**config.mk**
```make
export PLATFORM = sky130hd
export DESIGN_NAME = overwriting_byte_fifo
export DESIGN_NICKNAME = d
export VERILOG_FILES = /design/src/hdl/obf_pkg.sv /design/src/hdl/overwriting_byte_fifo.sv
export SDC_FILE = /design/constraint.sdc
export NUM_CORES = 1
export LEC_CHECK = 0
export BUFFER_PORTS_ARGS = -buffer_cell sky130_fd_sc_hd__buf_2
export CAP_MARGIN = 25
export CORE_UTILIZATION = 45
export CTS_CLUSTER_SIZE = 25
export DETAILED_ROUTE_END_ITERATION = 7
export PLACE_DENSITY_LB_ADDON = 0.2
export SLEW_MARGIN = 15
export SYNTH_ARGS = -nofsm -noshare
export SYNTH_HDL_FRONTEND = slang
export SYNTH_SLANG_ARGS = --single-unit
```
**constraint.sdc**
```tcl
create_clock -name clk -period 5.8 [get_ports clk]
set_input_delay 0.29 -clock clk [delete_from_list [all_inputs] [get_ports clk]]
set_output_delay 0.29 -clock clk [all_outputs]
set_load 0.01 [all_outputs]
```
**src/hdl/obf_pkg.sv**
```systemverilog
package obf_pkg;

  localparam int DEPTH_DEF = 64;
  localparam int MAX_OUT   = 64;

  localparam int FUNC_W  = 2;
  localparam int BYTE_W  = 8;
  localparam int LEN_W   = 7;
  localparam int STAT_W  = 2;
  localparam int LEVEL_W = 7;
  localparam int CAP_W   = 7;

  localparam logic [CAP_W-1:0] CAP_RESET = CAP_W'(64);

  localparam logic [FUNC_W-1:0] FUNC_PUSH = 2'd0;
  localparam logic [FUNC_W-1:0] FUNC_POP  = 2'd1;
  localparam logic [FUNC_W-1:0] FUNC_PEEK = 2'd2;
  localparam logic [FUNC_W-1:0] FUNC_NONE = 2'd3;

  localparam logic [STAT_W-1:0] STAT_DATA  = 2'd0;
  localparam logic [STAT_W-1:0] STAT_EMPTY = 2'd1;
  localparam logic [STAT_W-1:0] STAT_ZERO  = 2'd2;

  typedef enum logic [0:0] {
    ST_IDLE,
    ST_STREAM
  } state_t;

endpackage

```
**src/hdl/overwriting_byte_fifo.sv**
```systemverilog
// Byte FIFO with a programmable capacity (cfg_data, clamped to 1..64) that drops its
// oldest byte when a push finds it full. An item is taken when start is high and busy is
// low. A push gives no result and leaves busy low, so pushes can be issued every cycle.
// A pop or peek of n bytes returns min(n, fill level, 64) results on consecutive cycles,
// one byte per cycle. busy rises in the cycle after the item is taken and stays high
// while a small sequencer steps a read pointer through the byte memory. The
// memory read is registered: the first byte appears behind the state and read-pointer
// registers and the read-data register, the last byte in the cycle in which busy falls,
// and the next item can be issued in that cycle. A zero-length request or one against
// an empty store returns a single status-only result in the cycle after it is taken, with
// busy left low. out_valid marks each result for exactly one cycle and results cannot be
// held off, so the receiver must take every strobed result. out_fill_level shows the
// level after the request completes. The capacity register accepts a write in every
// cycle but should only be written when no request is in flight.
module overwriting_byte_fifo (
  input  logic                        clk,
  input  logic                        rst_n,
  input  logic                        start,
  output logic                        busy,
  input  logic [obf_pkg::FUNC_W-1:0]  in_func,
  input  logic [obf_pkg::BYTE_W-1:0]  in_data_byte,
  input  logic [obf_pkg::LEN_W-1:0]   in_request_length,
  output logic                        out_valid,
  output logic [obf_pkg::BYTE_W-1:0]  out_byte,
  output logic                        out_last,
  output logic [obf_pkg::STAT_W-1:0]  out_status,
  output logic [obf_pkg::LEVEL_W-1:0] out_fill_level,
  input  logic                        cfg_valid,
  output logic                        cfg_ready,
  input  logic [obf_pkg::CAP_W-1:0]   cfg_data
);
  import obf_pkg::*;

  localparam int DEPTH = DEPTH_DEF;
  localparam int AW = (DEPTH > 1) ? $clog2(DEPTH) : 1;
  localparam int SW = ((AW > LEVEL_W) ? AW : LEVEL_W) + 1;

  function automatic logic [AW-1:0] ring_add(input logic [AW-1:0] a,
                                             input logic [LEVEL_W-1:0] b);
    logic [SW-1:0] s;
    s = SW'(a) + SW'(b);
    if (s >= SW'(DEPTH)) begin
      s = s - SW'(DEPTH);
    end
    return s[AW-1:0];
  endfunction

  logic [BYTE_W-1:0] mem [DEPTH];

  state_t             state_r, state_nxt;
  logic [CAP_W-1:0]   capacity_r;
  logic [AW-1:0]      head_r, head_nxt;
  logic [LEVEL_W-1:0] level_r, level_nxt;
  logic [AW-1:0]      rd_ptr_r, rd_ptr_nxt;
  logic [LEN_W-1:0]   remain_r, remain_nxt;
  logic [BYTE_W-1:0]  rd_data_r;

  logic               out_valid_r, out_valid_nxt;
  logic               out_last_r, out_last_nxt;
  logic [STAT_W-1:0]  out_status_r, out_status_nxt;
  logic [LEVEL_W-1:0] out_level_r;

  logic               accept;
  logic               is_req;
  logic               wr_en;
  logic [AW-1:0]      wr_addr;
  logic [LEVEL_W-1:0] cap_eff;
  logic [LEVEL_W-1:0] cnt;

  assign accept    = start && !busy;
  assign is_req    = (in_func == FUNC_POP) || (in_func == FUNC_PEEK);
  assign cfg_ready = 1'b1;

  always_comb begin
    cap_eff = LEVEL_W'(capacity_r);
    if (capacity_r == '0) begin
      cap_eff = LEVEL_W'(1);
    end else if (int'(capacity_r) > DEPTH) begin
      cap_eff = LEVEL_W'(DEPTH);
    end
  end

  always_comb begin
    cnt = (LEVEL_W'(in_request_length) < level_r) ? LEVEL_W'(in_request_length) : level_r;
    if (int'(cnt) > MAX_OUT) begin
      cnt = LEVEL_W'(MAX_OUT);
    end
  end

  assign wr_addr = ring_add(head_r, level_r);

  // next state
  always_comb begin
    state_nxt = state_r;
    unique case (state_r)
      ST_IDLE: begin
        if (accept && is_req && in_request_length != '0 && level_r != '0) begin
          state_nxt = ST_STREAM;
        end
      end
      ST_STREAM: begin
        if (remain_r == LEN_W'(1)) begin
          state_nxt = ST_IDLE;
        end
      end
      default: state_nxt = ST_IDLE;
    endcase
  end

  // datapath and outputs
  always_comb begin
    busy           = 1'b0;
    wr_en          = 1'b0;
    head_nxt       = head_r;
    level_nxt      = level_r;
    rd_ptr_nxt     = rd_ptr_r;
    remain_nxt     = remain_r;
    out_valid_nxt  = 1'b0;
    out_last_nxt   = 1'b0;
    out_status_nxt = STAT_DATA;
    unique case (state_r)
      ST_IDLE: begin
        if (accept) begin
          unique case (in_func) inside
            FUNC_PUSH: begin
              wr_en = 1'b1;
              if (level_r >= cap_eff) begin
                head_nxt  = ring_add(head_r, level_r + LEVEL_W'(1) - cap_eff);
                level_nxt = cap_eff;
              end else begin
                level_nxt = level_r + LEVEL_W'(1);
              end
            end
            FUNC_POP, FUNC_PEEK: begin
              if (in_request_length == '0) begin
                out_valid_nxt  = 1'b1;
                out_last_nxt   = 1'b1;
                out_status_nxt = STAT_ZERO;
              end else if (level_r == '0) begin
                out_valid_nxt  = 1'b1;
                out_last_nxt   = 1'b1;
                out_status_nxt = STAT_EMPTY;
              end else begin
                rd_ptr_nxt = head_r;
                remain_nxt = LEN_W'(cnt);
                if (in_func == FUNC_POP) begin
                  head_nxt  = ring_add(head_r, cnt);
                  level_nxt = level_r - cnt;
                end
              end
            end
            FUNC_NONE: ;
            default: ;
          endcase
        end
      end
      ST_STREAM: begin
        busy          = 1'b1;
        out_valid_nxt = 1'b1;
        out_last_nxt  = (remain_r == LEN_W'(1));
        rd_ptr_nxt    = ring_add(rd_ptr_r, LEVEL_W'(1));
        remain_nxt    = remain_r - LEN_W'(1);
      end
      default: ;
    endcase
  end

  always_ff @(posedge clk) begin
    if (!rst_n) begin
      state_r     <= ST_IDLE;
      capacity_r  <= CAP_RESET;
      head_r      <= '0;
      level_r     <= '0;
      remain_r    <= '0;
      out_valid_r <= 1'b0;
    end else begin
      state_r     <= state_nxt;
      head_r      <= head_nxt;
      level_r     <= level_nxt;
      remain_r    <= remain_nxt;
      out_valid_r <= out_valid_nxt;
      if (cfg_valid && cfg_ready) begin
        capacity_r <= cfg_data;
      end
    end
  end

  always_ff @(posedge clk) begin
    rd_ptr_r     <= rd_ptr_nxt;
    out_last_r   <= out_last_nxt;
    out_status_r <= out_status_nxt;
    out_level_r  <= level_nxt;
  end

  // byte memory
  always_ff @(posedge clk) begin
    if (wr_en) begin
      mem[wr_addr] <= in_data_byte;
    end
    rd_data_r <= mem[rd_ptr_r];
  end

  assign out_valid      = out_valid_r;
  assign out_last       = out_last_r;
  assign out_status     = out_status_r;
  assign out_fill_level = out_level_r;
  assign out_byte       = (out_status_r == STAT_DATA) ? rd_data_r : '0;

endmodule

```
# Word level (Yosys, flattened, before mapping)
# Memories as Yosys holds them, arrays and structs flattened. A register that Yosys moved wholly into a read port is not among the register bits.
# Cells that the tools add are included.
# totals
n_memories	1
ram_bits	512
output_inout_bits	21
word_cells	113
ff_bits	45
inputBits	28
# memory_table
memory	depth	word_bits	read_ports	rd_clocked_by_memory_dff	write_ports	line_no	rtl
mem	64	8	1	1	1	overwriting_byte_fifo.sv:48	logic [BYTE_W-1:0] mem [DEPTH];
# op_classes
muxes	48
n_addsub	12
n_lt_le_gt_ge	8
n_bitwise	3
eq_ne	11
reduce_logical	19
# ops
operator	count
7-bit two-way mux	14
6-bit two-way mux	12
7-bit one-hot mux with 2 select lines	2
6-bit by 7-bit adder with 8-bit output	3
8-bit by 7-bit greater-or-equal comparator with 1-bit output (second input constant)	3
6-bit one-hot mux with 2 select lines	2
6-bit by 1-bit subtractor with 6-bit output (second input constant)	4
7-bit zero test	3
7-bit > comparator (second input constant)	2
7-bit nonzero test	2
7-bit subtractor	2
1-bit two-way mux	13
2-bit != test (second input constant)	6
8-bit two-way mux	1
6-bit by 1-bit adder with 7-bit output (second input constant)	1
7-bit by 1-bit adder with 7-bit output (second input constant)	1
7-bit by 1-bit == test with 1-bit output (second input constant)	1
7-bit greater-or-equal comparator	1
7-bit greater-or-equal comparator (second input constant)	1
7-bit less-than comparator	1
7-bit AND reduction	1
7-bit by 1-bit subtractor with 7-bit output (second input constant)	1
1-bit one-hot mux with 2 select lines	3
1-bit logical AND	4
other kinds (13)	17

# Logic depth before layout (Yosys ltp)
# logic_depth
word_depth	11
depth_mapped	20
depth_no_buf	18

# Worst setup path after synthesis
# OpenSTA, ideal clock, no wires.
# synth_timing
path_type	register -> register
startpoint	register level_r[6]
endpoint	register out_level_r[6], in the netlist out_fill_level[6]
period_less_slack_ps	4208
n_path_buf	2
slack_ps	1592
stages_incl_launch_ff	20
setup_ps	127
required_time_ps	5673
arrival_ps	4081
cell_sequence	dfxtp_1 -> clkbuf_1 -> inv_1 -> ha_1 -> a21oi_1 -> o21ai_0 -> a21oi_1 -> clkbuf_1 -> a31oi_1 -> inv_1 -> ha_1 -> inv_1 -> fa_1 -> a21o_1 -> a221o_1 -> or2_0 -> a21oi_1 -> o221a_2 -> nor3_1 -> or3_1
# synth_via
elab_chain_len	11
elab_cells_between_ends	15
cone_classes	add/sub (2); order compare (3); mux (9); reduce/logical (1)
# synth_rtl
item	line_no	rtl
start: declaration	overwriting_byte_fifo.sv:53	logic [LEVEL_W-1:0] level_r, level_nxt;
start signal: assignment	overwriting_byte_fifo.sv:179	level_r <= level_nxt;
7-bit less-than comparator	overwriting_byte_fifo.sv:84	cnt = (LEVEL_W'(in_request_length) < level_r) ? LEVEL_W'(in_request_length) : level_r;
7-bit two-way mux	overwriting_byte_fifo.sv:84	
7-bit > comparator	overwriting_byte_fifo.sv:85	if (int'(cnt) > MAX_OUT) begin
7-bit two-way mux	overwriting_byte_fifo.sv:85	
7-bit subtractor	overwriting_byte_fifo.sv:148	level_nxt = level_r - cnt;
7-bit two-way mux	overwriting_byte_fifo.sv:146	if (in_func == FUNC_POP) begin
7-bit two-way mux	overwriting_byte_fifo.sv:139	end else if (level_r == '0) begin
7-bit two-way mux	overwriting_byte_fifo.sv:135	if (in_request_length == '0) begin
7-bit one-hot mux with 2 select lines	overwriting_byte_fifo.sv:124	unique case (in_func) inside
7-bit two-way mux	overwriting_byte_fifo.sv:123	if (accept) begin
7-bit two-way mux (*)	overwriting_byte_fifo.sv:121	unique case (state_r)
via level_nxt[6]	overwriting_byte_fifo.sv:53	
end signal: assignment	overwriting_byte_fifo.sv:192	out_level_r <= level_nxt;
end: declaration	overwriting_byte_fifo.sv:61	logic [LEVEL_W-1:0] out_level_r;
# The timed path passes the listed nets; every way through them passes the cells marked *.
# A chain may end at the register's enable or synchronous reset.

# Worst setup path after layout
# Ends and elaborated chain as after synthesis.

==> results by group <==
STA
  • Max Clock Freq: about 0.23 GHz
  • Final worst slack: approximately 1.4 ns
  • Period Utilization, post-route: 75.1%
  • Hold Violations, Final: 0
  • Final setup skew: 0.0383 ns
  • Final count of negative-setup-slack endpoints: 0
  • Period minus WS final: 4.36 ns
  • RSZ-0062 raised after global routing: no
  • Worst slew pin tran: 0.916 ns
  • Setup TNS: 0 ns
  • Max Slew Vio Count: 0
  • Slew HR: between 30 and 40%
  • Hold WS: between 0.04 and 0.05 ns

Setup path
  • Most numerous cell on the critical path: inv_1
  • Slowest-stage cell, CP: dfxtp_1
  • Crit path capture type: flop
  • WP data arrival: slightly below 5 ns
  • Critical path class: reg -> reg
  • Crit path largest cell delay: 0.61 ns
  • Crit-path cells: inv_1, ha_1, nand2_1, o21ai_0, a21oi_1, buf_4, nor3_1, a31oi_1, inv_1, ha_1, inv_1, fa_1, a21o_1, a221o_1, or2_0, a21oi_1, o221a_2, nor3_1, or3_1
  • CP required: between 6 and 7 ns
  • Crit path max fanout: 14
  • Startpoint types: flop

CTS
  • Worst-Skew Late Latency: between 0.6 and 0.7 ns
  • CTS tree: done
  • Sink Count: roughly 570
  • # Post-CTS Setup Buffers: 0
  • H-Tree Depth: 2
  • Max Buffers Root-to-Sink: 3
  • CTS buffer count: between 50 and 60
  • Worst-path clk slew: 0.06 ns
  • Clock root buffer: clkbuf_16

Cells and area
  • Multi-input logic area: ~0.0066 mm^2
  • Final core occ: 51.3%
  • # nets final: 1400
  • # fillers: about 4100
  • Most frequent cells in the layout: edfxtp_1, mux4_2, nor2_1, clkbuf_16
  • Reg area: about 0.016 mm^2
  • Diodes inserted: 0
  • Commonest non-fill, non-tap cell in the layout: edfxtp_1
  • Share of cells above drive strength 1: approximately a quarter
  • Final instance area: between 0.02 and 0.03 mm^2
  • Final cell count without fillers: slightly above 2000
  • Area grow syn2layout: 12.6%

Synthesis
  • Number of flops mapped to enable cells by yosys: a little over 500
  • Cell accounting for the most synthesized area: edfxtp_1
  • Synth area leaders: edfxtp_1, mux4_2, dfxtp_1
  • Cells after Synth: about 1300
  • Count of cell types in the netlist: 63
  • Yosys warning total: 0
  • Share of the synthesized area in the top cell type: 66.3%
  • Most common flop cell mapped by yosys: edfxtp_1
  • Register area share after synthesis: a little over two thirds
  • Syn nets: between 1000 and 1500
  • Avg Cell Area, Syn: ~19 um^2
  • Synth Register Bits: 565
  • Fraction of registers with async set/reset: 0%
  • Synth Cell Area: 0.0234 mm^2

Global route
  • Largest net degree at the start of global routing: 93
  • Met3 Use GR: between 3 and 4%
  • M1 GR Usage: roughly 29%
  • Grt total ovfl: 0
  • Gr usage total: between 20% and 30%
  • Vias in the first global route: approximately 12000
  • M2 GR Usage: a little under a third
  • GRT Max-Usage Layer: met2
  • First-pass GRT wire length: 78.3 mm
  • Initial antenna violation count: 2

Place
  • Post-place instance area: between 0.02 and 0.025 mm^2
  • Place WS: roughly 1.5 ns
  • Placed Instances: roughly 1900
  • Routability cong.: just over 0.8
  • HPWL Detailed: roughly 33 mm
  • Port bufs: between 40 and 50

Detailed routing
  • Antenna Violating Nets Remaining: 0
  • First DRT Iteration DRCs: roughly 940
  • Total wire length: around 53 mm
  • DRC violations left: 0
  • DR vias/cell: approximately 5.8
  • Wire per inst: approximately 26 um
  • Drt first pass iters: 5
  • Via count: approximately 12000

Power
  • Cell Pwr Density: ~350 mW/mm^2
  • Max VDD drop: around 0.23 mV
  • Final Power: 9.24 mW
  • Pleak: 8.52 nW

Floorplan
  • Cell Rows: slightly above 80
  • Initial Utilization: 45.6%
  • Die X: 230 um
  • IO Count: around 50
  • Die area: 0.0530 mm^2
  • Die height: 230 um
  • Core box area: 0.0514 mm^2

Flow run
  • Number of max-cap violations: 0

Run status
  • Outcome: complete, no violations

Hold path
  • Hold Crit Class: in -> reg
-- metal layers --
metal	up-vias	wire length, um
li1	5208	-
met1	6185	23100
met2	368	25000
met3	74	3140
met4	0	1340
met5	-	0
-- Yosys cell counts (2+ instances only) --
cell,n
a31oi_1,6
nand3_1,15
ha_1,42
or3_1,6
xnor2_1,16
inv_2,4
buf_1,15
clkbuf_1,28
nor2b_1,9
a221o_1,2
o21a_1,7
xor2_1,9
or4_1,3
buf_4,11
and2_1,13
buf_2,3
o22ai_1,4
a21boi_0,2
a21oi_1,38
edfxtp_1,518
nor2_1,122
fa_1,4
a211oi_1,6
a21o_1,5
dfxtp_1,47
inv_1,23
o21bai_1,2
mux2_2,4
o31ai_1,3
mux2i_1,14
nand2_1,41
o21ai_1,8
nor3_1,10
and3_1,3
nor4_1,4
mux4_2,168
o211ai_1,2
o31a_1,4
o21ai_0,8
-- worst max-delay path, delay by kind of cell (launching register included) --
kind	cells	cell delay, ns
simple gates	5	0.87
fa+ha+maj	3	0.91
compound gates	7	1.33
flops	1	0.61
buf+inv	4	0.50
-- sequential cells by signal (all words and copies together) (netlist names) --
name / count
mem: 512
rd_data_r: 8
capacity_r: 7
level_r: 7
out_fill_level: 7
remain_r: 7
head_r: 6
rd_ptr_r: 6
out_status: 2
out_last: 1
out_valid: 1
state_r: 1
-- report_power, final --
part	internal, mW	leakage (nW)	switching (mW)	total (mW)
Clock	2.09	0.916	1.52	3.61
Sequential	4.50	5.04	0.0513	4.56
Combinational	0.479	2.56	0.596	1.08
Total	7.07	8.52	2.17	9.24
-- final cells by class --
cell class | instances | share of cell area (%)
well taps | 680 | 3.22
repair buffers | 72 | 1.89
inverters | 28 | 0.398
clock inverters | 22 | 0.849
flip-flops and latches | 565 | 62.5
multi-input cells | 603 | 25.0
clock buffers | 83 | 6.19
-- path summary, 6_finish.rpt --
check                             start                    endpoint  slack [ns]  cells past startpoint
min                               start    out_status[1]$_SDFF_PP0_        0.05                      3
min reg2reg  capacity_r[0]$_SDFFE_PN0P_  capacity_r[0]$_SDFFE_PN0P_        0.52                      2
max               level_r[6]$_SDFF_PN0_   out_fill_level[6]$_DFF_P_        1.44                     19
max reg2reg       level_r[6]$_SDFF_PN0_   out_fill_level[6]$_DFF_P_        1.44                     19
-- cell families (layout without fill, tap and decap cells) --
family / Yosys count / count (layout) / synth area share, %
multiplexers: 186 / 186 / 16.9
XOR/XNOR: 26 / 26 / 1.03
flip-flops: 565 / 565 / 70.4
AND/OR/NAND/NOR: 235 / 235 / 4.47
adder cells (fa/ha/maj): 46 / 46 / 2.58
AO/OA/AOI/OAI: 109 / 109 / 3.06
other: 1 / 1 / 0.0160
buffers and inverters: 85 / 205 / 1.55
-- what timing repair did --
| action | CTS | global route |
|---|---|---|
| gates resized for setup | 0 | 0 |
| hold buffers | 7 | 0 |
| endpoints found under the hold margin | 7 | 0 |
Power figures use the tool's default switching activity.
